$ cat config.mk
export PLATFORM = sky130hd
export DESIGN_NAME = midi_nrpn_decoder_unit
export DESIGN_NICKNAME = d
export VERILOG_FILES = /design/src/rtl/mnrpn_pkg.sv /design/src/rtl/midi_nrpn_decoder_unit.sv
export SDC_FILE = /design/constraint.sdc
export NUM_CORES = 1
export LEC_CHECK = 0
export ABC_CLOCK_PERIOD_IN_PS = 10030
export BUFFER_PORTS_ARGS = -buffer_cell sky130_fd_sc_hd__buf_2
export CAP_MARGIN = 20
export CELL_PAD_IN_SITES_DETAIL_PLACEMENT = 0
export CELL_PAD_IN_SITES_GLOBAL_PLACEMENT = 1
export CORE_UTILIZATION = 57
export DETAILED_ROUTE_END_ITERATION = 12
export GPL_TIMING_DRIVEN = 0
export PLACE_DENSITY = 0.9
export SLEW_MARGIN = 40
export SYNTH_ARGS = -nofsm -noshare
export SYNTH_HDL_FRONTEND = slang
export SYNTH_SLANG_ARGS = --single-unit
$ cat constraint.sdc
create_clock -name clk -period 10.03 [get_ports clk]
set_input_delay 3.009 -clock clk [delete_from_list [all_inputs] [get_ports clk]]
set_output_delay 3.009 -clock clk [all_outputs]
set_load 0.005 [all_outputs]
$ cat src/rtl/mnrpn_pkg.sv
// Package: constants and types for the MIDI NRPN decoder.
`default_nettype none

package mnrpn_pkg;

  localparam int NUM_CHANNELS_DEF = 16;

  localparam int CH_W    = 4;
  localparam int BYTE7_W = 7;
  localparam int PARAM_W = 14;
  localparam int PHASE_W = 3;

  // Controller numbers
  localparam logic [BYTE7_W-1:0] CC_PARAM_HIGH = 7'd99;
  localparam logic [BYTE7_W-1:0] CC_PARAM_LOW  = 7'd98;
  localparam logic [BYTE7_W-1:0] CC_DATA_MSB   = 7'd6;
  localparam logic [BYTE7_W-1:0] CC_DATA_LSB   = 7'd38;
  localparam logic [BYTE7_W-1:0] DATA_BYTE_MAX = 7'd127;

  // Message kinds on the input
  localparam logic OP_CTRL  = 1'b0;
  localparam logic OP_PITCH = 1'b1;

  // Result kinds
  localparam logic KIND_NRPN  = 1'b0;
  localparam logic KIND_PLAIN = 1'b1;

  // Per-channel tracker phase
  localparam logic [PHASE_W-1:0] PH_PARAM_MSB = 3'd0;
  localparam logic [PHASE_W-1:0] PH_PARAM_LSB = 3'd1;
  localparam logic [PHASE_W-1:0] PH_VALUE_MSB = 3'd2;
  localparam logic [PHASE_W-1:0] PH_VALUE_LSB = 3'd3;
  localparam logic [PHASE_W-1:0] PH_COMPLETE  = 3'd4;

  typedef struct packed {
    logic               kind;
    logic [CH_W-1:0]    channel;
    logic [PARAM_W-1:0] parameter_res;
    logic [BYTE7_W-1:0] value_high;
    logic [BYTE7_W-1:0] value_low;
    logic               low_seen;
  } mnrpn_result_t;

endpackage

`default_nettype wire

$ cat src/rtl/midi_nrpn_decoder_unit.sv
// MIDI NRPN decoder: per-channel NRPN tracker with registered input and result.
//
//   channel   direction  handshake              payload
//   in_       input      in_valid / in_ready    op, channel, controller, data_value
//   out_      output     out_valid / out_ready  kind, channel, parameter_res,
//                                               value_high, value_low, low_seen
//
// A transaction passes through the input register and then the result register
// on its way to a result. Throughput is one transaction per cycle while the result is not stalled;
// the tracker update is a single read-modify-write of the addressed channel.
// rst_n is synchronous, active low, and clears every tracker entry at once.
// A stalled result holds the result register; the input register still drains
// an item that produces no result, so in_ready only drops when both are full.
`default_nettype none

module midi_nrpn_decoder_unit
  import mnrpn_pkg::*;
#(
  parameter int NUM_CHANNELS = NUM_CHANNELS_DEF
) (
  input  wire logic               clk,
  input  wire logic               rst_n,

  input  wire logic               in_valid,
  output logic                    in_ready,
  input  wire logic               in_op,
  input  wire logic [CH_W-1:0]    in_channel,
  input  wire logic [BYTE7_W-1:0] in_controller,
  input  wire logic [BYTE7_W-1:0] in_data_value,

  output logic                    out_valid,
  input  wire logic               out_ready,
  output logic                    out_kind,
  output logic [CH_W-1:0]         out_channel,
  output logic [PARAM_W-1:0]      out_parameter_res,
  output logic [BYTE7_W-1:0]      out_value_high,
  output logic [BYTE7_W-1:0]      out_value_low,
  output logic                    out_low_seen
);

  // Bits needed to address one tracker entry.
  localparam int IDX_W = (NUM_CHANNELS > 1) ? $clog2(NUM_CHANNELS) : 1;

  // ---------------------------------------------------------------------------
  // Input register
  // ---------------------------------------------------------------------------
  logic               s1_valid_r;
  logic               s1_op_r;
  logic [CH_W-1:0]    s1_ch_r;
  logic [BYTE7_W-1:0] s1_ctl_r;
  logic [BYTE7_W-1:0] s1_val_r;

  // ---------------------------------------------------------------------------
  // Per-channel tracker
  // ---------------------------------------------------------------------------
  // The stored value LSB is never read back: every NRPN result takes it
  // straight from the transaction that produces the result.
  logic [BYTE7_W-1:0] param_high_r [NUM_CHANNELS];
  logic [BYTE7_W-1:0] param_low_r  [NUM_CHANNELS];
  logic [BYTE7_W-1:0] val_high_r   [NUM_CHANNELS];
  logic               lsb_flag_r   [NUM_CHANNELS];
  logic [PHASE_W-1:0] phase_r      [NUM_CHANNELS];

  // ---------------------------------------------------------------------------
  // Result register
  // ---------------------------------------------------------------------------
  logic          out_valid_r;
  mnrpn_result_t res_r;
  mnrpn_result_t res_nxt;

  logic [IDX_W-1:0]   idx;
  logic               ch_ok;
  logic [PHASE_W-1:0] cur_phase;
  logic               do_msb;
  logic               do_lsb;
  logic               do_phigh;
  logic               do_plow;
  logic               do_plain;
  logic               emit;
  logic               out_free;
  logic               s1_go;
  logic [BYTE7_W-1:0] fill_low;

  assign idx   = s1_ch_r[IDX_W-1:0];
  // Channels past the tracker depth get plain pass-through only.
  assign ch_ok = ({1'b0, s1_ch_r} < (CH_W+1)'(NUM_CHANNELS));

  assign cur_phase = ch_ok ? phase_r[idx] : PH_PARAM_MSB;

  // Decode the transaction against the channel's phase. Data entry only
  // counts when it arrives in sequence; otherwise it falls through.
  assign do_msb   = ch_ok && (s1_ctl_r == CC_DATA_MSB) && (cur_phase == PH_VALUE_MSB);
  assign do_lsb   = ch_ok && (s1_ctl_r == CC_DATA_LSB) && (cur_phase == PH_VALUE_LSB);
  assign do_phigh = ch_ok && (s1_ctl_r == CC_PARAM_HIGH);
  assign do_plow  = ch_ok && (s1_ctl_r == CC_PARAM_LOW);
  // Pitch wheel feeds the tracker but never passes through.
  assign do_plain = !(do_msb || do_lsb || do_phigh || do_plow) && (s1_op_r == OP_CTRL);

  assign emit = do_msb || do_lsb || do_plain;

  // Advance the input register when its item needs no result slot or one is free.
  assign out_free = !out_valid_r || out_ready;
  assign s1_go    = s1_valid_r && (!emit || out_free);
  assign in_ready = !s1_valid_r || s1_go;

  // Value MSB fills the LSB with all zeros or all ones.
  assign fill_low = (s1_val_r == '0) ? '0 : DATA_BYTE_MAX;

  always_comb begin
    res_nxt = '0;
    if (do_plain) begin
      res_nxt.kind          = KIND_PLAIN;
      res_nxt.channel       = s1_ch_r;
      res_nxt.parameter_res = {{(PARAM_W-BYTE7_W){1'b0}}, s1_ctl_r};
      res_nxt.value_high    = s1_val_r;
      res_nxt.value_low     = '0;
      res_nxt.low_seen      = 1'b0;
    end else begin
      res_nxt.kind          = KIND_NRPN;
      res_nxt.channel       = s1_ch_r;
      res_nxt.parameter_res = {param_high_r[idx], param_low_r[idx]};
      res_nxt.value_high    = do_msb ? s1_val_r : val_high_r[idx];
      res_nxt.value_low     = do_msb ? fill_low : s1_val_r;
      res_nxt.low_seen      = do_lsb ? 1'b1 : lsb_flag_r[idx];
    end
  end

  // Input register: take a new transaction whenever the slot drains.
  always_ff @(posedge clk) begin
    if (!rst_n) begin
      s1_valid_r <= 1'b0;
    end else if (in_ready) begin
      s1_valid_r <= in_valid;
    end
  end

  always_ff @(posedge clk) begin
    if (in_ready && in_valid) begin
      s1_op_r  <= in_op;
      s1_ch_r  <= in_channel;
      s1_ctl_r <= in_controller;
      s1_val_r <= in_data_value;
    end
  end

  // Tracker update, once per transaction leaving the input register.
  always_ff @(posedge clk) begin
    if (!rst_n) begin
      for (int i = 0; i < NUM_CHANNELS; i++) begin
        param_high_r[i] <= '0;
        param_low_r[i]  <= '0;
        val_high_r[i]   <= '0;
        lsb_flag_r[i]   <= 1'b0;
        phase_r[i]      <= PH_PARAM_MSB;
      end
    end else if (s1_go) begin
      if (do_msb) begin
        val_high_r[idx] <= s1_val_r;
        phase_r[idx]    <= PH_VALUE_LSB;
      end else if (do_lsb) begin
        lsb_flag_r[idx] <= 1'b1;
        phase_r[idx]    <= PH_COMPLETE;
      end else if (do_phigh) begin
        // Start a fresh parameter: drop any value in progress.
        lsb_flag_r[idx]   <= 1'b0;
        param_high_r[idx] <= s1_val_r;
        param_low_r[idx]  <= '0;
        val_high_r[idx]   <= '0;
        phase_r[idx]      <= PH_PARAM_LSB;
      end else if (do_plow) begin
        param_low_r[idx] <= s1_val_r;
        phase_r[idx]     <= PH_VALUE_MSB;
      end
    end
  end

  // Result register: load on an emitting transaction, clear once taken.
  always_ff @(posedge clk) begin
    if (!rst_n) begin
      out_valid_r <= 1'b0;
    end else if (s1_go && emit) begin
      out_valid_r <= 1'b1;
    end else if (out_ready) begin
      out_valid_r <= 1'b0;
    end
  end

  always_ff @(posedge clk) begin
    if (s1_go && emit) begin
      res_r <= res_nxt;
    end
  end

  assign out_valid         = out_valid_r;
  assign out_kind          = res_r.kind;
  assign out_channel       = res_r.channel;
  assign out_parameter_res = res_r.parameter_res;
  assign out_value_high    = res_r.value_high;
  assign out_value_low     = res_r.value_low;
  assign out_low_seen      = res_r.low_seen;

endmodule

`default_nettype wire

==> results of run 1 <==
Yosys cell counts, drive strengths merged (2+ instances only):
cell type,count,share of area [%]
nand4,3,0.093
a311oi,4,0.17
inv,10,0.19
a22oi,2,0.075
o21ai,68,1.7
nand2,26,0.50
mux2i,8,0.40
or3b,2,0.087
nand2b,3,0.093
dfxtp,22,2.2
a21boi,2,0.075
o22a,13,0.57
nor2b,22,0.69
nor4,4,0.12
mux2,26,1.5
nor3b,6,0.22
nand3b,4,0.15
a21o,5,0.19
buf,35,1.0
a22o,2,0.087
nor3,23,0.82
and2,14,0.44
a2bb2oi,2,0.087
edfxtp,437,65
mux4,115,13
nor2,382,7.2
clkbuf,89,1.7
o22ai,5,0.16
nand3,19,0.91
per-stage QoR:
stage / area, sq um / utilization, % / hold slack (ns) / power [mW]
3_3_place_gp: 20900 / 60.5 / 0.459 / 2.53
2_1_floorplan: 20100 / - / 0.449 / 2.42
3_5_place_dp: 21100 / 60.8 / 0.463 / 2.55
4_1_cts: 22500 / 64.9 / 0.473 / 4.16
6_report: 22500 / 65.1 / 0.475 / 4.17
5_1_grt: 22500 / 65.1 / 0.500 / 4.25
final timing paths:
path | from | to | slack, ns | cells past startpoint
min reg2reg | lsb_flag_r[7] | lsb_flag_r[7] | 0.48 | 2
max | out_ready | in_ready | 3.25 | 4
min | lsb_flag_r[7] | lsb_flag_r[7] | 0.48 | 2
max reg2reg | register | val_high_r[7][3] | 5.81 | 9
critical path, stage by stage:
cell and delay, ns:
buf_2 0.10, nor2b_1 0.30, nand3_1 0.19, buf_2 0.17
layer usage:
| layer | GRT usage, % | part of all wire (%) | up-vias |
|---|---|---|---|
| li1 | - | - | 5306 |
| met1 | 43.5 | 36 | 6468 |
| met2 | 48.5 | 45 | 955 |
| met3 | 8.19 | 12 | 204 |
| met4 | 20.0 | 6.8 | 0 |
| met5 | 0 | 0 | - |
where the power goes:
group          switching (mW)  internal [mW]
combinational           0.198          0.129
sequential             0.0304           2.16
clock                   0.729          0.927
total                   0.957           3.21
sequential cells by signal, summed over array words and instances, names as in the netlist, named ones only:
signal,cells
param_high_r,112
param_low_r,112
val_high_r,112
phase_r,48
lsb_flag_r,16
out_parameter_res,14
out_value_high,7
out_value_low,7
s1_ctl_r,7
s1_val_r,7
idx,4
out_channel,4
out_kind,1
out_low_seen,1
out_valid,1
s1_op_r,1
s1_valid_r,1
kinds of logic (layout without fill, tap and decap cells):
family / count (synthesis) / after routing / synth area share (%)
multiplexers: 149 / 149 / 14.7
flip-flops: 459 / 459 / 67.5
buffers and inverters: 134 / 281 / 2.90
AO/OA/AOI/OAI: 108 / 108 / 3.38
AND/OR/NAND/NOR: 512 / 512 / 11.5
final cells by class:
| type | instances | area (sq um) |
|---|---|---|
| fillers | 2484 | 12100 |
| repair buffers | 63 | 358 |
| clock buffers | 61 | 1210 |
| well taps | 455 | 569 |
| multi-input cells | 769 | 6040 |
| flip-flops and latches | 459 | 13600 |
| clock inverters | 23 | 204 |
| plain buffers | 124 | 563 |
| inverters | 10 | 37.5 |
==> qor.csv, run 1 <==
stage,metric,value,unit
drt,via count,12933,
timing,RSZ-0062 raised after global routing,false,
layout,share of layout cells above drive strength 1,23.7,%
drt,Residual DRC,0,
worst_setup_path,Critical Path RT,7.02,ns
clocking,Clock Tree Buf Depth,3,
timing,Slew @ Worst Pin,0.940,ns
timing,setup TNS,0,ns
drt,drt pass-1 iters,5,
worst_hold_path,HP Class,register to register,
drt,DR vias/cell,6.59,
layout,Final Non-Filler Cells,1964,
synthesis,Syn Nets,1385,
clocking,Clock transition at path regs,0.06,ns
grt,GR Overflow Total,0,
drt,initial drt markers,1839,
timing,Setup WS post-layout,3.25,ns
clocking,worst skew pair latency,0.57,ns
worst_setup_path,critical path class,primary input to output pin,
drt,DRT antenna net count,0,
placed_design,Placed Cells incl. Taps,1878,
clocking,cts hold-fix bufs,0,
run_status,status,finished clean,
synthesis,Synth Flop Type,edfxtp_1,
timing,Final Cycle Share,67.6,%
synthesis,Avg Inst Size Synth,14.7,sq um
floorplan,Ports,59,
clocking,clock root buffer master,clkbuf_16,
grt,All-Layer GR Usage,32.6,%
timing,final setup vio count,0,
synthesis,library cells used by synthesis,49,
timing,Fin Clk Skew,0.0183,ns
synthesis,yosys warns,0,
grt,initial antenna violation count,0,
clocking,# resized after CTS,0,
layout,"commonest non-fill, non-tap cell in the layout",edfxtp_1,
timing,Fmax,148,MHz
synthesis,Post-synth ARST share,0,%
timing,worst rel slew slack,37.3,%
floorplan,die footprint,36000,sq um
floorplan,core area,34600,sq um
synthesis,sequential share of the synthesized area,67.5,%
timing,min Tclk post-route,6.78,ns
grt,pin count of the biggest net entering global routing,20,
worst_setup_path,Setup crit start kind,primary input,
timing,Fin. Hold Viols,0,
worst_setup_path,CP endpoint kind,output pin,
clocking,clk sinks,459,
layout,"commonest cells after routing, fill and taps aside","edfxtp_1, nor2_1, mux4_2",
placed_design,HPWL after detailed placement,38600,microns
layout,area grow syn2layout,12.2,%
synthesis,Post-synth EDFFs,437,
synthesis,number of synthesized register bits,459,
grt,first-pass GRT wire length,82400,microns
layout,# nets final,1496,
floorplan,die extent in y,190,microns
clocking,# Post-CTS Setup Buffers,0,
power,Max VDD drop,0.000140,V
drt,WL/cell,28.9,microns
placed_design,Place WS,3.28,ns
power,pwr dens,185,nW/um^2
placed_design,port buffer count,57,
layout,n_diodes,0,
synthesis,"Cell Area, Synth",20100,sq um
grt,vias in the first global route,12884,
timing,Final Max Tran Viols,0,
power,Pleak,7.45,nW
floorplan,row count,68,
worst_setup_path,critical path peak fanout,3,
placed_design,RePlAce Congestion,0.942,
clocking,H-tree Lvls,2,
clocking,CTS Buf Count,46,
floorplan,Initial Util,58.0,%
worst_setup_path,WP data arrival,3.77,ns
synthesis,cell count after synthesis,1362,
drt,Detailed Route WL,56800,microns
job,maxcap violations,0,
clocking,CTS tree,yes,
floorplan,Die W,190,microns
(Power assumes the default switching activity.)
==> run 2: changes to the inputs <==
--- a/config.mk
+++ b/config.mk
@@ -5,15 +5,16 @@
 export SDC_FILE = /design/constraint.sdc
 export NUM_CORES = 1
 export LEC_CHECK = 0
-export ABC_CLOCK_PERIOD_IN_PS = 10030
+export ABC_AREA = 1
+export ABC_CLOCK_PERIOD_IN_PS = 6150
 export BUFFER_PORTS_ARGS = -buffer_cell sky130_fd_sc_hd__buf_2
 export CAP_MARGIN = 20
 export CELL_PAD_IN_SITES_DETAIL_PLACEMENT = 0
 export CELL_PAD_IN_SITES_GLOBAL_PLACEMENT = 1
-export CORE_UTILIZATION = 57
+export CORE_UTILIZATION = 45
 export DETAILED_ROUTE_END_ITERATION = 12
 export GPL_TIMING_DRIVEN = 0
-export PLACE_DENSITY = 0.9
+export PLACE_DENSITY = 0.81
 export SLEW_MARGIN = 40
 export SYNTH_ARGS = -nofsm -noshare
 export SYNTH_HDL_FRONTEND = slang
==> constraint.sdc (replaced) <==
create_clock -name clk -period 6.15 [get_ports clk]
set_input_delay 1.845 -clock clk [delete_from_list [all_inputs] [get_ports clk]]
set_output_delay 1.845 -clock clk [all_outputs]
set_load 0.005 [all_outputs]
==> run 2 against run 1 <==
- sequential share of layout area down 1.6 points
- power grew 74%
- register-to-register slack got worse by 3.8 ns
- first-iteration DRC count rose by 24%
- utilization decreased by 13 points
- area after synthesis grew 1.7%
- sequential cell count is the same
- die area is 29% higher
- clock skew rose by 0.0049 ns
- critical path depth rose by 7
- final cell count increased by 40%
- via count up 25%
==> qor.csv, run 2 <==
stage,metric,value,unit
grt,first-pass GRT wire length,97700,microns
floorplan,Die W,215,microns
placed_design,RePlAce Congestion,0.964,
worst_setup_path,cell family with most CP delay,buffers and inverters,
floorplan,die footprint,46300,sq um
layout,"commonest cells after routing, fill and taps aside","nor2_1, edfxtp_1, nand2_1",
grt,GR Overflow Total,0,
timing,RSZ-0062 raised after global routing,false,
clocking,worst skew pair latency,0.61,ns
timing,Final Max Tran Viols,0,
worst_setup_path,CP max stage delay,0.44,ns
layout,final core occ,52.0,%
layout,share of layout cells above drive strength 1,9.75,%
synthesis,Post-synth EDFFs,437,
clocking,# Post-CTS Setup Buffers,0,
clocking,H-tree Lvls,2,
floorplan,row count,77,
clocking,Clock Tree Buf Depth,3,
synthesis,cell count after synthesis,2004,
drt,Residual DRC,0,
floorplan,core area,44500,sq um
timing,Setup WS post-layout,1.51,ns
worst_setup_path,"Slowest-stage cell, CP",clkbuf_2,
clocking,cts hold-fix bufs,0,
run_status,status,finished clean,
job,maxcap violations,0,
drt,drt pass-1 iters,6,
synthesis,cell taking the most area after synthesis,edfxtp_1,
synthesis,Syn Nets,2027,
clocking,clk sinks,459,
timing,Final Cycle Share,75.5,%
worst_setup_path,Setup crit start kind,register,
placed_design,Place WS,1.71,ns
synthesis,sequential share of the synthesized area,66.4,%
timing,Fmax,216,MHz
floorplan,die extent in y,215,microns
layout,largest registers,"param_high_r (112), param_low_r (112), val_high_r (112)",
worst_setup_path,critical path's most frequent cell,nand3_1,
synthesis,Synth Flop Type,edfxtp_1,
clocking,CTS tree,yes,
layout,n_diodes,0,
timing,Fin Clk Skew,0.0232,ns
worst_setup_path,CP cell instances,clkbuf_2 > inv_1 > clkbuf_2 > nand3_1 > nand3_1 > nand2_1 > nor2_1 > nand2_2 > nand3_1 > nand3_1 > buf_2,
power,Pleak,8.62,nW
synthesis,Post-synth ARST share,0,%
worst_setup_path,Buffers & Inverters on Critical Path,4,
timing,worst rel slew slack,37.0,%
synthesis,"Cell Area, Synth",20400,sq um
synthesis,number of synthesized register bits,459,
timing,min Tclk post-route,4.64,ns
timing,Fin. Hold Viols,0,
worst_hold_path,HP Class,register to register,
clocking,# resized after CTS,0,
synthesis,Yosys top cell area share,64.2,%
synthesis,most common cell in the netlist,nor2_1,
timing,final setup vio count,0,
timing,setup TNS,0,ns
placed_design,HPWL after detailed placement,47400,microns
clocking,CTS Buf Count,48,
clocking,Clock transition at path regs,0.06,ns
power,Max VDD drop,0.000188,V
drt,DR vias/cell,5.90,
synthesis,library cells used by synthesis,31,
worst_setup_path,WP data arrival,2.80,ns
drt,WL/cell,24.2,microns
layout,Final Non-Filler Cells,2745,
synthesis,yosys warns,0,
drt,initial drt markers,2283,
synthesis,Avg Inst Size Synth,10.2,sq um
placed_design,Placed Cells incl. Taps,2656,
layout,# nets final,2138,
timing,Slew @ Worst Pin,0.942,ns
timing,final hold slack,0.501,ns
worst_setup_path,register-to-register setup slack,1.97,ns
worst_setup_path,critical path peak fanout,10,
grt,initial antenna violation count,0,
floorplan,Initial Util,45.9,%
worst_setup_path,Critical Path RT,4.30,ns
placed_design,port buffer count,58,
synthesis,Synth top cells by count,"nor2_1, edfxtp_1, o21ai_0",
worst_setup_path,CP endpoint kind,output pin,
drt,DRT antenna net count,0,
grt,pin count of the biggest net entering global routing,28,
grt,All-Layer GR Usage,28.8,%
drt,Detailed Route WL,66500,microns
grt,vias in the first global route,15459,
synthesis,ranking of synthesized cells by area,"edfxtp_1, nor2_1, o21ai_0, nand2_1, o221ai_1",
floorplan,Ports,59,
clocking,clock root buffer master,clkbuf_16,
layout,Fillers,4009,
layout,"commonest non-fill, non-tap cell in the layout",nor2_1,
power,pwr dens,313,nW/um^2
worst_setup_path,critical path class,register to output pin,
drt,via count,16199,
layout,area grow syn2layout,13.2,%
## run 2: worst paths after layout
path	to	depth (start not counted)	from
max	in_ready	11	register
min	lsb_flag_r[10]	2	lsb_flag_r[10]
max reg2reg	out_value_high[1]	11	register
min reg2reg	lsb_flag_r[10]	2	lsb_flag_r[10]
## run 2: logic make-up (layout without fill, tap and decap cells)
family / after synthesis / count (layout) / synth area share [%]
compound gates: 365 / 365 / 10.6
buf+inv: 235 / 384 / 4.57
flops: 459 / 459 / 66.4
simple gates: 945 / 945 / 18.5
## run 2: tightest hold or removal path: cells and delay by family (launching register included)
| kind | cells | cell delay, ns |
|---|---|---|
| AND/OR/NAND/NOR | 1 | 0.07 |
| flip-flops | 1 | 0.33 |
| AO/OA/AOI/OAI | 1 | 0.07 |
## run 2: metal layers
layer | up-vias | wire, microns | GRT usage (%)
li1 | 7181 | - | -
met1 | 7900 | 26800 | 39.1
met2 | 971 | 30100 | 44.6
met3 | 147 | 6970 | 6.47
met4 | 0 | 2630 | 12.1
met5 | - | 0 | 0
## run 2: where the power goes
part           switching, mW  leakage [nW]  total [mW]  internal, mW
Clock                   1.24         0.775        2.99          1.75
Combinational          0.517          3.23       0.680         0.164
Sequential            0.0414          4.61        3.57          3.53
## run 2: metrics by stage
stage,cell area [sq um],total power [mW]
floorplan,20400,4.00
global placement,21500,4.27
detailed placement,21500,4.29
CTS,23100,7.22
global route,23100,7.40
finish,23100,7.24
## run 2: cell type report
| cell class | count | area, sq um | area share [%] |
|---|---|---|---|
| Sequential cell | 459 | 13600 | 58.6 |
| Clock inverter | 30 | 337 | 1.45 |
| Timing Repair Buffer | 61 | 330 | 1.43 |
| Inverter | 106 | 399 | 1.72 |
| Buffer | 129 | 541 | 2.34 |
| Multi-Input combinational cell | 1310 | 5970 | 25.8 |
| Tap cell | 592 | 741 | 3.20 |
| Clock buffer | 58 | 1260 | 5.44 |
